`src/hw/rtl/one_bit_edge_to_pcm_dc_blocked_top_assert.svh`:
```
// Assertion macros shared by the converter's modules.
`ifndef ONE_BIT_EDGE_TO_PCM_DC_BLOCKED_TOP_ASSERT_SVH
`define ONE_BIT_EDGE_TO_PCM_DC_BLOCKED_TOP_ASSERT_SVH

// The consequent must hold in the same cycle as the antecedent.
`define OBEPCM_ASSERT_SAME(name, clk, rst, ante, cons) \
   name: assert property (@(posedge clk) disable iff (rst) (ante) |-> (cons)) \
      else $error("obepcm assertion failed");

// The consequent must hold in the cycle after the antecedent.
`define OBEPCM_ASSERT_NEXT(name, clk, rst, ante, cons) \
   name: assert property (@(posedge clk) disable iff (rst) (ante) |=> (cons)) \
      else $error("obepcm assertion failed");

`endif

```
`src/hw/rtl/obepcm_pkg.sv`:
```
package obepcm_pkg;

   // Fixed widths of the channel fields.
   localparam int PHASE_IN_W = 16;
   localparam int PCM_W      = 16;
   localparam int COEF_W     = 11;

   // Item codes carried in func.
   localparam logic FUNC_EVENT = 1'b0;
   localparam logic FUNC_TICK  = 1'b1;

   // High-pass pole in units of 1/1024.
   localparam int COEF_FRAC_BITS = 10;
   localparam logic [COEF_W-1:0] COEF_ONE   = 11'd1024;
   localparam logic [COEF_W-1:0] COEF_RESET = 11'd1008;
   localparam int COEF_HALF = 512;

   // Output full scale and the queue between front and back.
   localparam int PCM_SCALE_SHIFT = 15;
   localparam int QUEUE_DEPTH     = 2;
   localparam int QUEUE_PTR_W     = $clog2(QUEUE_DEPTH);

endpackage

```
`src/hw/rtl/obepcm_if.sv`:
```
interface obepcm_req_if;
   logic                                 valid;
   logic                                 ready;
   logic                                 func;
   logic [obepcm_pkg::PHASE_IN_W-1:0]    event_phase;
   logic                                 new_level;

   modport source (output valid, func, event_phase, new_level, input ready);
   modport sink   (input valid, func, event_phase, new_level, output ready);
endinterface

interface obepcm_rsp_if;
   logic                                 valid;
   logic                                 ready;
   logic signed [obepcm_pkg::PCM_W-1:0]  pcm_sample;

   modport source (output valid, pcm_sample, input ready);
   modport sink   (input valid, pcm_sample, output ready);
endinterface

interface obepcm_csr_if;
   logic                                 valid;
   logic                                 ready;
   logic [obepcm_pkg::COEF_W-1:0]        filter_coefficient;

   modport source (output valid, filter_coefficient, input ready);
   modport sink   (input valid, filter_coefficient, output ready);
endinterface

```
`src/hw/rtl/obepcm_front.sv`:
```
module obepcm_front #(
   parameter int PHASE_BITS = 16
) (
   input  logic                          clock,
   input  logic                          reset,
   obepcm_req_if.sink                    req_ch,
   input  logic                          queue_full,
   output logic                          push_valid,
   output logic signed [PHASE_BITS+2:0]  push_data
);

   localparam int SIG_W = PHASE_BITS + 3;

   logic                     drive_level_ff, drive_level_in;
   logic [PHASE_BITS-1:0]    phase_pos_ff, phase_pos_in;
   logic signed [SIG_W-1:0]  area_accum_ff, area_accum_in;

   logic                     accept;
   logic [PHASE_BITS-1:0]    evt_phase;
   logic signed [SIG_W-1:0]  step_area;
   logic signed [SIG_W-1:0]  rest_area;
   logic signed [SIG_W-1:0]  total;

   assign req_ch.ready = !queue_full;
   assign accept       = req_ch.valid && req_ch.ready;

   always_comb begin
      evt_phase = PHASE_BITS'(req_ch.event_phase);
      step_area = SIG_W'(evt_phase - phase_pos_ff);
      // The rest of the period runs from the current position up to 1.0.
      rest_area = SIG_W'({1'b1, {PHASE_BITS{1'b0}}} - {1'b0, phase_pos_ff});
      total     = drive_level_ff ? (area_accum_ff + rest_area)
                                 : (area_accum_ff - rest_area);
      push_data = total >>> 1;
      push_valid = accept && (req_ch.func == obepcm_pkg::FUNC_TICK);
   end

   always_comb begin
      drive_level_in = drive_level_ff;
      phase_pos_in   = phase_pos_ff;
      area_accum_in  = area_accum_ff;
      if (accept) begin
         if (req_ch.func == obepcm_pkg::FUNC_TICK) begin
            phase_pos_in  = '0;
            area_accum_in = '0;
         end else begin
            // An event at or before the current position adds no area.
            if (evt_phase > phase_pos_ff) begin
               area_accum_in = drive_level_ff ? (area_accum_ff + step_area)
                                              : (area_accum_ff - step_area);
               phase_pos_in  = evt_phase;
            end
            drive_level_in = req_ch.new_level;
         end
      end
   end

   always_ff @(posedge clock) begin
      if (reset) begin
         drive_level_ff <= 1'b0;
         phase_pos_ff   <= '0;
         area_accum_ff  <= '0;
      end else begin
         drive_level_ff <= drive_level_in;
         phase_pos_ff   <= phase_pos_in;
         area_accum_ff  <= area_accum_in;
      end
   end

endmodule

```
`src/hw/rtl/obepcm_queue.sv`:
```
`include "one_bit_edge_to_pcm_dc_blocked_top_assert.svh"

module obepcm_queue #(
   parameter int DATA_W = 19
) (
   input  logic                      clock,
   input  logic                      reset,
   input  logic                      push_valid,
   input  logic signed [DATA_W-1:0]  push_data,
   input  logic                      pop,
   output logic                      full,
   output logic                      empty,
   output logic signed [DATA_W-1:0]  head_data
);

   localparam int DEPTH = obepcm_pkg::QUEUE_DEPTH;
   localparam int PTR_W = obepcm_pkg::QUEUE_PTR_W;

   logic signed [DATA_W-1:0] entry_ff [DEPTH];
   logic [PTR_W-1:0]         wr_ptr_ff, wr_ptr_in;
   logic [PTR_W-1:0]         rd_ptr_ff, rd_ptr_in;
   logic [PTR_W:0]           count_ff, count_in;

   assign full      = (count_ff == (PTR_W+1)'(DEPTH));
   assign empty     = (count_ff == '0);
   assign head_data = entry_ff[rd_ptr_ff];

   always_comb begin
      wr_ptr_in = wr_ptr_ff;
      rd_ptr_in = rd_ptr_ff;
      count_in  = count_ff;
      if (push_valid) begin
         wr_ptr_in = (wr_ptr_ff == PTR_W'(DEPTH-1)) ? '0 : wr_ptr_ff + PTR_W'(1);
      end
      if (pop) begin
         rd_ptr_in = (rd_ptr_ff == PTR_W'(DEPTH-1)) ? '0 : rd_ptr_ff + PTR_W'(1);
      end
      priority if (push_valid && !pop) begin
         count_in = count_ff + (PTR_W+1)'(1);
      end else if (pop && !push_valid) begin
         count_in = count_ff - (PTR_W+1)'(1);
      end else begin
         count_in = count_ff;
      end
   end

   always_ff @(posedge clock) begin
      if (reset) begin
         wr_ptr_ff <= '0;
         rd_ptr_ff <= '0;
         count_ff  <= '0;
      end else begin
         wr_ptr_ff <= wr_ptr_in;
         rd_ptr_ff <= rd_ptr_in;
         count_ff  <= count_in;
      end
   end

   always_ff @(posedge clock) begin
      if (push_valid) begin
         entry_ff[wr_ptr_ff] <= push_data;
      end
   end

   `OBEPCM_ASSERT_SAME(a_no_push_when_full, clock, reset, push_valid, !full)
   `OBEPCM_ASSERT_SAME(a_no_pop_when_empty, clock, reset, pop, !empty)
   `OBEPCM_ASSERT_SAME(a_count_in_range, clock, reset, 1'b1, count_ff <= (PTR_W+1)'(DEPTH))

endmodule

```
`src/hw/rtl/obepcm_back.sv`:
```
`include "one_bit_edge_to_pcm_dc_blocked_top_assert.svh"

module obepcm_back #(
   parameter int PHASE_BITS = 16
) (
   input  logic                          clock,
   input  logic                          reset,
   obepcm_csr_if.sink                    csr_ch,
   obepcm_rsp_if.source                  rsp_ch,
   input  logic                          queue_empty,
   input  logic signed [PHASE_BITS+2:0]  queue_data,
   output logic                          pop
);

   localparam int SIG_W  = PHASE_BITS + 3;
   localparam int PROD_W = SIG_W + obepcm_pkg::COEF_W + 1;
   localparam int PCM_PW = SIG_W + obepcm_pkg::PCM_SCALE_SHIFT + 2;
   localparam int PCM_W  = obepcm_pkg::PCM_W;
   localparam logic signed [SIG_W-1:0] PREV_RESET =
      {{(SIG_W-PHASE_BITS+1){1'b1}}, {(PHASE_BITS-1){1'b0}}};

   logic [obepcm_pkg::COEF_W-1:0] coef_ff, coef_in;
   logic signed [SIG_W-1:0]       filter_out_ff, filter_out_in;
   logic signed [SIG_W-1:0]       prev_drive_ff, prev_drive_in;
   logic                          mid_valid_ff, mid_valid_in;
   logic signed [SIG_W-1:0]       mid_y_ff, mid_y_in;
   logic                          out_valid_ff, out_valid_in;
   logic signed [PCM_W-1:0]       out_pcm_ff, out_pcm_in;

   logic                          out_free;
   logic                          mid_move;
   logic [obepcm_pkg::COEF_W-1:0] coef_used;
   logic signed [PROD_W-1:0]      prod;
   logic signed [PROD_W-1:0]      x_ext;
   logic signed [PROD_W-1:0]      prev_ext;
   logic signed [PROD_W-1:0]      y_sum;
   logic signed [SIG_W-1:0]       y_new;
   logic signed [PCM_PW-1:0]      y_wide;
   logic signed [PCM_PW-1:0]      round_c;
   logic signed [PCM_PW-1:0]      pcm_wide;
   logic                          pcm_fits;

   assign csr_ch.ready      = 1'b1;
   assign rsp_ch.valid      = out_valid_ff;
   assign rsp_ch.pcm_sample = out_pcm_ff;

   assign out_free = !out_valid_ff || rsp_ch.ready;
   assign mid_move = mid_valid_ff && out_free;
   assign pop      = !queue_empty && (!mid_valid_ff || out_free);

   // Filter step: y = round(R * y_prev) + x - x_prev, held to the signal range.
   always_comb begin
      coef_used = (coef_ff > obepcm_pkg::COEF_ONE) ? obepcm_pkg::COEF_ONE : coef_ff;
      prod      = $signed({1'b0, coef_used}) * filter_out_ff;
      x_ext     = PROD_W'(queue_data);
      prev_ext  = PROD_W'(prev_drive_ff);
      y_sum     = ((prod + PROD_W'(obepcm_pkg::COEF_HALF)) >>> obepcm_pkg::COEF_FRAC_BITS)
                  + x_ext - prev_ext;
      if ((&y_sum[PROD_W-1:SIG_W-1]) || !(|y_sum[PROD_W-1:SIG_W-1])) begin
         y_new = y_sum[SIG_W-1:0];
      end else if (y_sum[PROD_W-1]) begin
         y_new = {1'b1, {(SIG_W-1){1'b0}}};
      end else begin
         y_new = {1'b0, {(SIG_W-1){1'b1}}};
      end
   end

   // Scaling to 16 bits: y * 32767 is done as y * 2^15 - y.
   always_comb begin
      y_wide                 = PCM_PW'(mid_y_ff);
      round_c                = '0;
      round_c[PHASE_BITS-1]  = 1'b1;
      pcm_wide = ((y_wide <<< obepcm_pkg::PCM_SCALE_SHIFT) - y_wide + round_c) >>> PHASE_BITS;
      pcm_fits = (&pcm_wide[PCM_PW-1:PCM_W-1]) || !(|pcm_wide[PCM_PW-1:PCM_W-1]);
   end

   always_comb begin
      coef_in       = csr_ch.valid ? csr_ch.filter_coefficient : coef_ff;
      filter_out_in = pop ? y_new : filter_out_ff;
      prev_drive_in = pop ? queue_data : prev_drive_ff;

      mid_valid_in = mid_valid_ff;
      mid_y_in     = mid_y_ff;
      if (pop) begin
         mid_valid_in = 1'b1;
         mid_y_in     = y_new;
      end else if (mid_move) begin
         mid_valid_in = 1'b0;
      end

      out_valid_in = out_valid_ff;
      out_pcm_in   = out_pcm_ff;
      if (out_free) begin
         out_valid_in = mid_valid_ff;
         if (mid_valid_ff) begin
            if (pcm_fits) begin
               out_pcm_in = pcm_wide[PCM_W-1:0];
            end else if (pcm_wide[PCM_PW-1]) begin
               out_pcm_in = {1'b1, {(PCM_W-1){1'b0}}};
            end else begin
               out_pcm_in = {1'b0, {(PCM_W-1){1'b1}}};
            end
         end
      end
   end

   always_ff @(posedge clock) begin
      if (reset) begin
         coef_ff       <= obepcm_pkg::COEF_RESET;
         filter_out_ff <= '0;
         prev_drive_ff <= PREV_RESET;
         mid_valid_ff  <= 1'b0;
         out_valid_ff  <= 1'b0;
      end else begin
         coef_ff       <= coef_in;
         filter_out_ff <= filter_out_in;
         prev_drive_ff <= prev_drive_in;
         mid_valid_ff  <= mid_valid_in;
         out_valid_ff  <= out_valid_in;
      end
   end

   always_ff @(posedge clock) begin
      mid_y_ff   <= mid_y_in;
      out_pcm_ff <= out_pcm_in;
   end

   `OBEPCM_ASSERT_NEXT(a_pop_fills_mid, clock, reset, pop, mid_valid_ff)
   `OBEPCM_ASSERT_NEXT(a_filter_holds, clock, reset, !pop, $stable(filter_out_ff))
   `OBEPCM_ASSERT_NEXT(a_mid_holds_on_stall, clock, reset,
      mid_valid_ff && !out_free, mid_valid_ff && $stable(mid_y_ff))

endmodule

```
`src/hw/rtl/one_bit_edge_to_pcm_dc_blocked_top.sv`:
```
// A sample tick transferred on req_ch is pushed into the queue, popped through the filter
// into mid_y_ff and then scaled into out_pcm_ff, from which it is offered on rsp_ch.
// Throughput: one item per cycle while the queue is not full; the filter's feedback
// (one 12 x 19 multiply and adds) closes through filter_out_ff alone, and the two-entry
// queue lets front and back stall apart. Level events produce no transfer on rsp_ch.
// Reset is synchronous: level low, phase, area and filter output zero, previous input -0.5,
// R = 1008/1024.
module one_bit_edge_to_pcm_dc_blocked_top #(
   parameter int PHASE_BITS = 16
) (
   input  logic           clock,
   input  logic           reset,
   obepcm_req_if.sink     req_ch,
   obepcm_rsp_if.source   rsp_ch,
   obepcm_csr_if.sink     csr_ch
);

   localparam int SIG_W = PHASE_BITS + 3;

   logic                     push_valid;
   logic signed [SIG_W-1:0]  push_data;
   logic                     queue_full;
   logic                     queue_empty;
   logic signed [SIG_W-1:0]  head_data;
   logic                     pop;

   obepcm_front #(.PHASE_BITS(PHASE_BITS)) u_front (
      .clock      (clock),
      .reset      (reset),
      .req_ch     (req_ch),
      .queue_full (queue_full),
      .push_valid (push_valid),
      .push_data  (push_data)
   );

   obepcm_queue #(.DATA_W(SIG_W)) u_queue (
      .clock      (clock),
      .reset      (reset),
      .push_valid (push_valid),
      .push_data  (push_data),
      .pop        (pop),
      .full       (queue_full),
      .empty      (queue_empty),
      .head_data  (head_data)
   );

   obepcm_back #(.PHASE_BITS(PHASE_BITS)) u_back (
      .clock       (clock),
      .reset       (reset),
      .csr_ch      (csr_ch),
      .rsp_ch      (rsp_ch),
      .queue_empty (queue_empty),
      .queue_data  (head_data),
      .pop         (pop)
   );

endmodule

```
`src/flat_wrapper.sv`:
```
// flat-port wrapper written by rule: the top's interface ports become plain ports
module one_bit_edge_to_pcm_dc_blocked_top_flat 
#(
   parameter int PHASE_BITS = 16
)
  (clock, reset, req_ch_valid, req_ch_func, req_ch_event_phase, req_ch_new_level, req_ch_ready, rsp_ch_valid, rsp_ch_pcm_sample, rsp_ch_ready, csr_ch_valid, csr_ch_filter_coefficient, csr_ch_ready);
  obepcm_req_if req_ch_i ();
  obepcm_rsp_if rsp_ch_i ();
  obepcm_csr_if csr_ch_i ();
  input  logic clock;
  input  logic reset;
  input wire logic [$bits(req_ch_i.valid)-1:0] req_ch_valid;
  input wire logic [$bits(req_ch_i.func)-1:0] req_ch_func;
  input wire logic [$bits(req_ch_i.event_phase)-1:0] req_ch_event_phase;
  input wire logic [$bits(req_ch_i.new_level)-1:0] req_ch_new_level;
  output wire logic [$bits(req_ch_i.ready)-1:0] req_ch_ready;
  output wire logic [$bits(rsp_ch_i.valid)-1:0] rsp_ch_valid;
  output wire logic [$bits(rsp_ch_i.pcm_sample)-1:0] rsp_ch_pcm_sample;
  input wire logic [$bits(rsp_ch_i.ready)-1:0] rsp_ch_ready;
  input wire logic [$bits(csr_ch_i.valid)-1:0] csr_ch_valid;
  input wire logic [$bits(csr_ch_i.filter_coefficient)-1:0] csr_ch_filter_coefficient;
  output wire logic [$bits(csr_ch_i.ready)-1:0] csr_ch_ready;
  assign req_ch_i.valid = req_ch_valid;
  assign req_ch_i.func = req_ch_func;
  assign req_ch_i.event_phase = req_ch_event_phase;
  assign req_ch_i.new_level = req_ch_new_level;
  assign req_ch_ready = req_ch_i.ready;
  assign rsp_ch_valid = rsp_ch_i.valid;
  assign rsp_ch_pcm_sample = rsp_ch_i.pcm_sample;
  assign rsp_ch_i.ready = rsp_ch_ready;
  assign csr_ch_i.valid = csr_ch_valid;
  assign csr_ch_i.filter_coefficient = csr_ch_filter_coefficient;
  assign csr_ch_ready = csr_ch_i.ready;
  one_bit_edge_to_pcm_dc_blocked_top #(.PHASE_BITS(PHASE_BITS)) u_core (.clock(clock), .reset(reset), .req_ch(req_ch_i), .rsp_ch(rsp_ch_i), .csr_ch(csr_ch_i));
endmodule
```
`config.mk`:
```
export PLATFORM = sky130hd
export DESIGN_NAME = one_bit_edge_to_pcm_dc_blocked_top_flat
export DESIGN_NICKNAME = d
export VERILOG_FILES = /design/src/hw/rtl/obepcm_pkg.sv /design/src/hw/rtl/obepcm_if.sv /design/src/hw/rtl/obepcm_front.sv /design/src/hw/rtl/obepcm_queue.sv /design/src/hw/rtl/obepcm_back.sv /design/src/hw/rtl/one_bit_edge_to_pcm_dc_blocked_top.sv /design/src/flat_wrapper.sv
export VERILOG_INCLUDE_DIRS = /design/src /design/src/hw/rtl
export SDC_FILE = /design/constraint.sdc
export NUM_CORES = 1
export LEC_CHECK = 0
export BUFFER_PORTS_ARGS = -buffer_cell sky130_fd_sc_hd__buf_2
export CAP_MARGIN = 20
export CORE_MARGIN = 4
export CORE_UTILIZATION = 55
export CTS_CLUSTER_SIZE = 12
export DETAILED_ROUTE_END_ITERATION = 10
export PLACE_DENSITY_LB_ADDON = 0.15
export SYNTH_ARGS = -nofsm -noshare
export SYNTH_HDL_FRONTEND = slang
export SYNTH_SLANG_ARGS = --single-unit
export TNS_END_PERCENT = 20
```
`constraint.sdc`:
```
create_clock -name clock -period 8.24 [get_ports clock]
set_clock_uncertainty 0.1 [all_clocks]
set_input_delay 0.412 -clock clock [delete_from_list [all_inputs] [get_ports clock]]
set_output_delay 0.412 -clock clock [all_outputs]
set_load 0.01 [all_outputs]
```
==> results by group <==
Synthesis
  – Asr flop ratio synth: 0%
  – Syn_nets: 2612
  – Yosys reg bits: approximately 160
  – Cells after Synth: 2174
  – Main flop type after synthesis: dfxtp_1
  – Post-synthesis sequential area ratio: 20.14%
  – Post-synth top area share: 21.62%
  – Post-synth EDFFs: 71
  – Avg Inst Size Synth: 9.029 um2
  – YS warnings: 0
  – Synth area leaders: fa_1 (22%), ha_1 (12%), edfxtp_1 (11%), dfxtp_1 (9.3%), inv_1 (5.7%)
  – Unique masters post-synth: 88
  – Post-Syn Area: 19630 um2
  – Area leader, netlist: fa_1

Timing
  – # setup viols final: 36
  – Fmax: 119.0 MHz
  – RSZ-0062 raised after global routing: true
  – Final Cycle Share: 102.0%
  – Max Slew Vio Count: 0
  – Setup WS post-layout: -0.1630 ns
  – Final Hold Fails: 0
  – Final min period: 8.403 ns
  – Max transition margin: 27.26%
  – Worst-margin pin slew: about 1.1 ns

GRT
  – Global routing's busiest layer: met2
  – GR Util All Layers: between 20% and 30%
  – GR Layer Usage met1: about a third
  – Vias in the first global route: 16082
  – Largest net degree at the start of global routing: between 90 and 100
  – Met3 GRT Util: under 10%
  – Initial antenna violation count: 0
  – Grt total ovfl: 0
  – Met2 usage: 45.24%
  – First-pass GRT wire length: 79800 um

Layout
  – Layout area overhead: 14.18%
  – Final instance area: 22410 um2
  – Fillers: between 2000 and 3000
  – Final Util: 64.25%
  – Share of cells above drive strength 1: about 15%
  – Layout Nets: about 2700
  – ANT cells: 0

CTS
  – Clk Latency, worst-skew pair: ~0.45 ns
  – CTS tree: yes
  – Root Buffer: clkbuf_16
  – Worst-path clk slew: 0.07 ns
  – Sink Count: 162
  – Num CTS Buffers: 17
  – H-tree levels: 4
  – Max clock buf depth: 2

Routing
  – First drt pass iteration count: 5
  – Remaining antenna violation count: 0
  – Via count: 15642
  – Final wirelength: 47350 um
  – Detailed-route vias per instance: 5.653
  – DRT iter0 DRCs: 798
  – Per-cell routed wire length: 17.11 um
  – Remaining DRCs: 0

Die
  – Area of the core: 34880 um2
  – Die ar.: 38780 um2
  – Starting density of the core: 56.27%
  – Top-level I/O count: 53
  – Row count: 68
  – Height of the chip: between 150 and 200 um
  – Die X: 196.9 um

Job
  – Max-cap violations: 0

Worst setup path
  – Crit-path slowest cell: fa_2
  – CP Launch Type: flop
  – Type of destination of the critical path: flop
  – Kind of critical path: flop to flop
  – CP arrival: around 8.5 ns
  – Crit-path max cell delay: ~0.55 ns
  – CP Max Fanout: 9
  – Crit-path most repeated cell: fa_1
  – Req. time, crit path: about 8.3 ns

Run status
  – Outcome: complete, but fails checks
  – Violated checks: negative setup slack

Place
  – Port bufs: 51
  – Pre-CTS WS: -0.3177 ns
  – RD Place Congestion: around 0.91
  – Hpwl dp: 37870 um
  – DP Area: ~21000 um2

Worst hold path
  – Worst min path class: input port to flop
logic make-up (layout without fill, tap and decap cells):
logic type	Yosys count	after routing	synth area share [%]
adders and majority gates	405	405	33.91
other	1	1	0.01910
muxes	31	31	1.695
AOI/OAI and AO/OA	417	417	14.19
DFF	162	162	20.14
and+or+nand+nor	635	635	16.27
xor gates and xnor gates	144	144	6.425
buffers and inverters	379	517	7.343
sequential cells by signal (all words and copies together), names as in the netlist, named ones only:
signal,cells
u_core.u_back.mid_valid_ff,1
u_core.u_queue.wr_ptr_ff,1
u_core.u_back.coef_ff,11
u_core.u_front.area_accum_ff,19
u_core.u_queue.rd_ptr_ff,1
u_core.u_front.phase_pos_ff,16
u_core.u_front.drive_level_ff,1
u_core.u_back.rsp_ch.pcm_sample,16
u_core.u_queue.entry_ff,36
u_core.u_back.prev_drive_ff,18
u_core.u_back.mid_y_ff,19
u_core.u_queue.count_ff,2
u_core.u_back.filter_out_ff,19
u_core.u_back.rsp_ch.valid,1
worst paths after layout:
kind                                                    from                   endpoint  slack (ns)  cells after the start
worst min-delay path            csr_ch_filter_coefficient[9]   u_core.u_back.coef_ff[9]        0.08                      3
worst max register to register     u_core.u_back.coef_ff[10]  u_core.u_back.mid_y_ff[0]       -0.16                     36
worst min register to register      u_core.u_back.coef_ff[9]   u_core.u_back.coef_ff[9]        0.38                      2
worst max-delay path               u_core.u_back.coef_ff[10]  u_core.u_back.mid_y_ff[0]       -0.16                     36
stage by stage:
stage               setup TNS [ns]  cells  hold slack, ns
global placement            -2.926   2721          0.3506
finish                      -3.706   2767         0.08412
detailed placement          -8.988   2722          0.3571
floorplan                        0   2174          0.3327
CTS                       -0.07849   2761         0.06874
global route                -13.86   2767         0.09077
area by class of cell:
type | count | area, um2 | share of cell area, %
multi-input combinational | 1633 | 14670 | 65.46
inverter | 298 | 1119 | 4.990
clock inverter | 15 | 188.9 | 0.8429
tap | 455 | 569.3 | 2.540
clock buffer | 17 | 425.4 | 1.898
timing repair buffer | 187 | 1483 | 6.615
sequential | 162 | 3958 | 17.66
worst max-delay path: cells and delay by family, from the launching register on:
family	cells	cell delay (ns)
compound gates	8	1.29
xor+xnor	1	0.18
fa+ha+maj	8	3.50
buf+inv	10	1.15
flops	1	0.37
mux	1	0.33
simple gates	8	1.18
routing by layer:
metal | vias up | share of wire, %
met5 | - | 0
met4 | 0 | 1.8
met3 | 54 | 4.5
met2 | 326 | 51
met1 | 7701 | 43
li1 | 7561 | -
synthesized netlist by cell type (all sizes together) (8+ instances only):
cell and number:
a22oi 28, mux2i 13, nand2b 10, nand4 15, a21o 53, nand2 144, buf 18, o21ai 77
and2 151, o211ai 9, nor2 170, o21a 13, o31ai 8, dfxtp 91, o21bai 11, xnor2 99
and3 13, inv 298, or3 18, mux2 18, fa 212, clkbuf 63, xor2 45, nor2b 21
edfxtp 71, nand3 25, a21oi 107, nor3 31, nor4 12, a211oi 13, ha 192, a31oi 33
repair_timing:
action / 4_1_cts / 5_1_grt
buffers inserted: 4 / 3
pin swaps: 19 / 40
hold buffers: 0 / 0
gates cloned: 3 / 3
gates resized for setup: 48 / 61
setup endpoints to repair: 38 / 38
cell usage in the layout (no fill, tap or decap), types with 11 or more instances in the layout:
cell / synthesis / layout
xor2_1: 45 / 43
buf_2: 6 / 51
clkbuf_16: 0 / 19
a21o_1: 48 / 48
mux2_2: 18 / 18
or3_1: 16 / 16
inv_1: 298 / 293
edfxtp_1: 71 / 71
a21oi_1: 107 / 96
nand4_1: 15 / 15
a21oi_2: 0 / 11
a31oi_1: 33 / 31
ha_4: 0 / 12
nand3_1: 25 / 22
mux2i_1: 13 / 12
nand2_1: 144 / 137
nor3_1: 31 / 31
dfxtp_1: 91 / 90
buf_6: 1 / 11
xnor2_1: 99 / 94
o21a_1: 12 / 12
nor2b_1: 21 / 14
and3_1: 13 / 12
o21ai_0: 76 / 68
a211oi_1: 12 / 11
nor2_1: 169 / 167
fa_1: 212 / 206
and2_1: 151 / 150
buf_4: 1 / 112
ha_1: 192 / 179
a22oi_1: 28 / 28
Power is left out: the tool's default activity adds up to more than one toggle a clock period on the data nets, which glitch-free logic cannot reach.
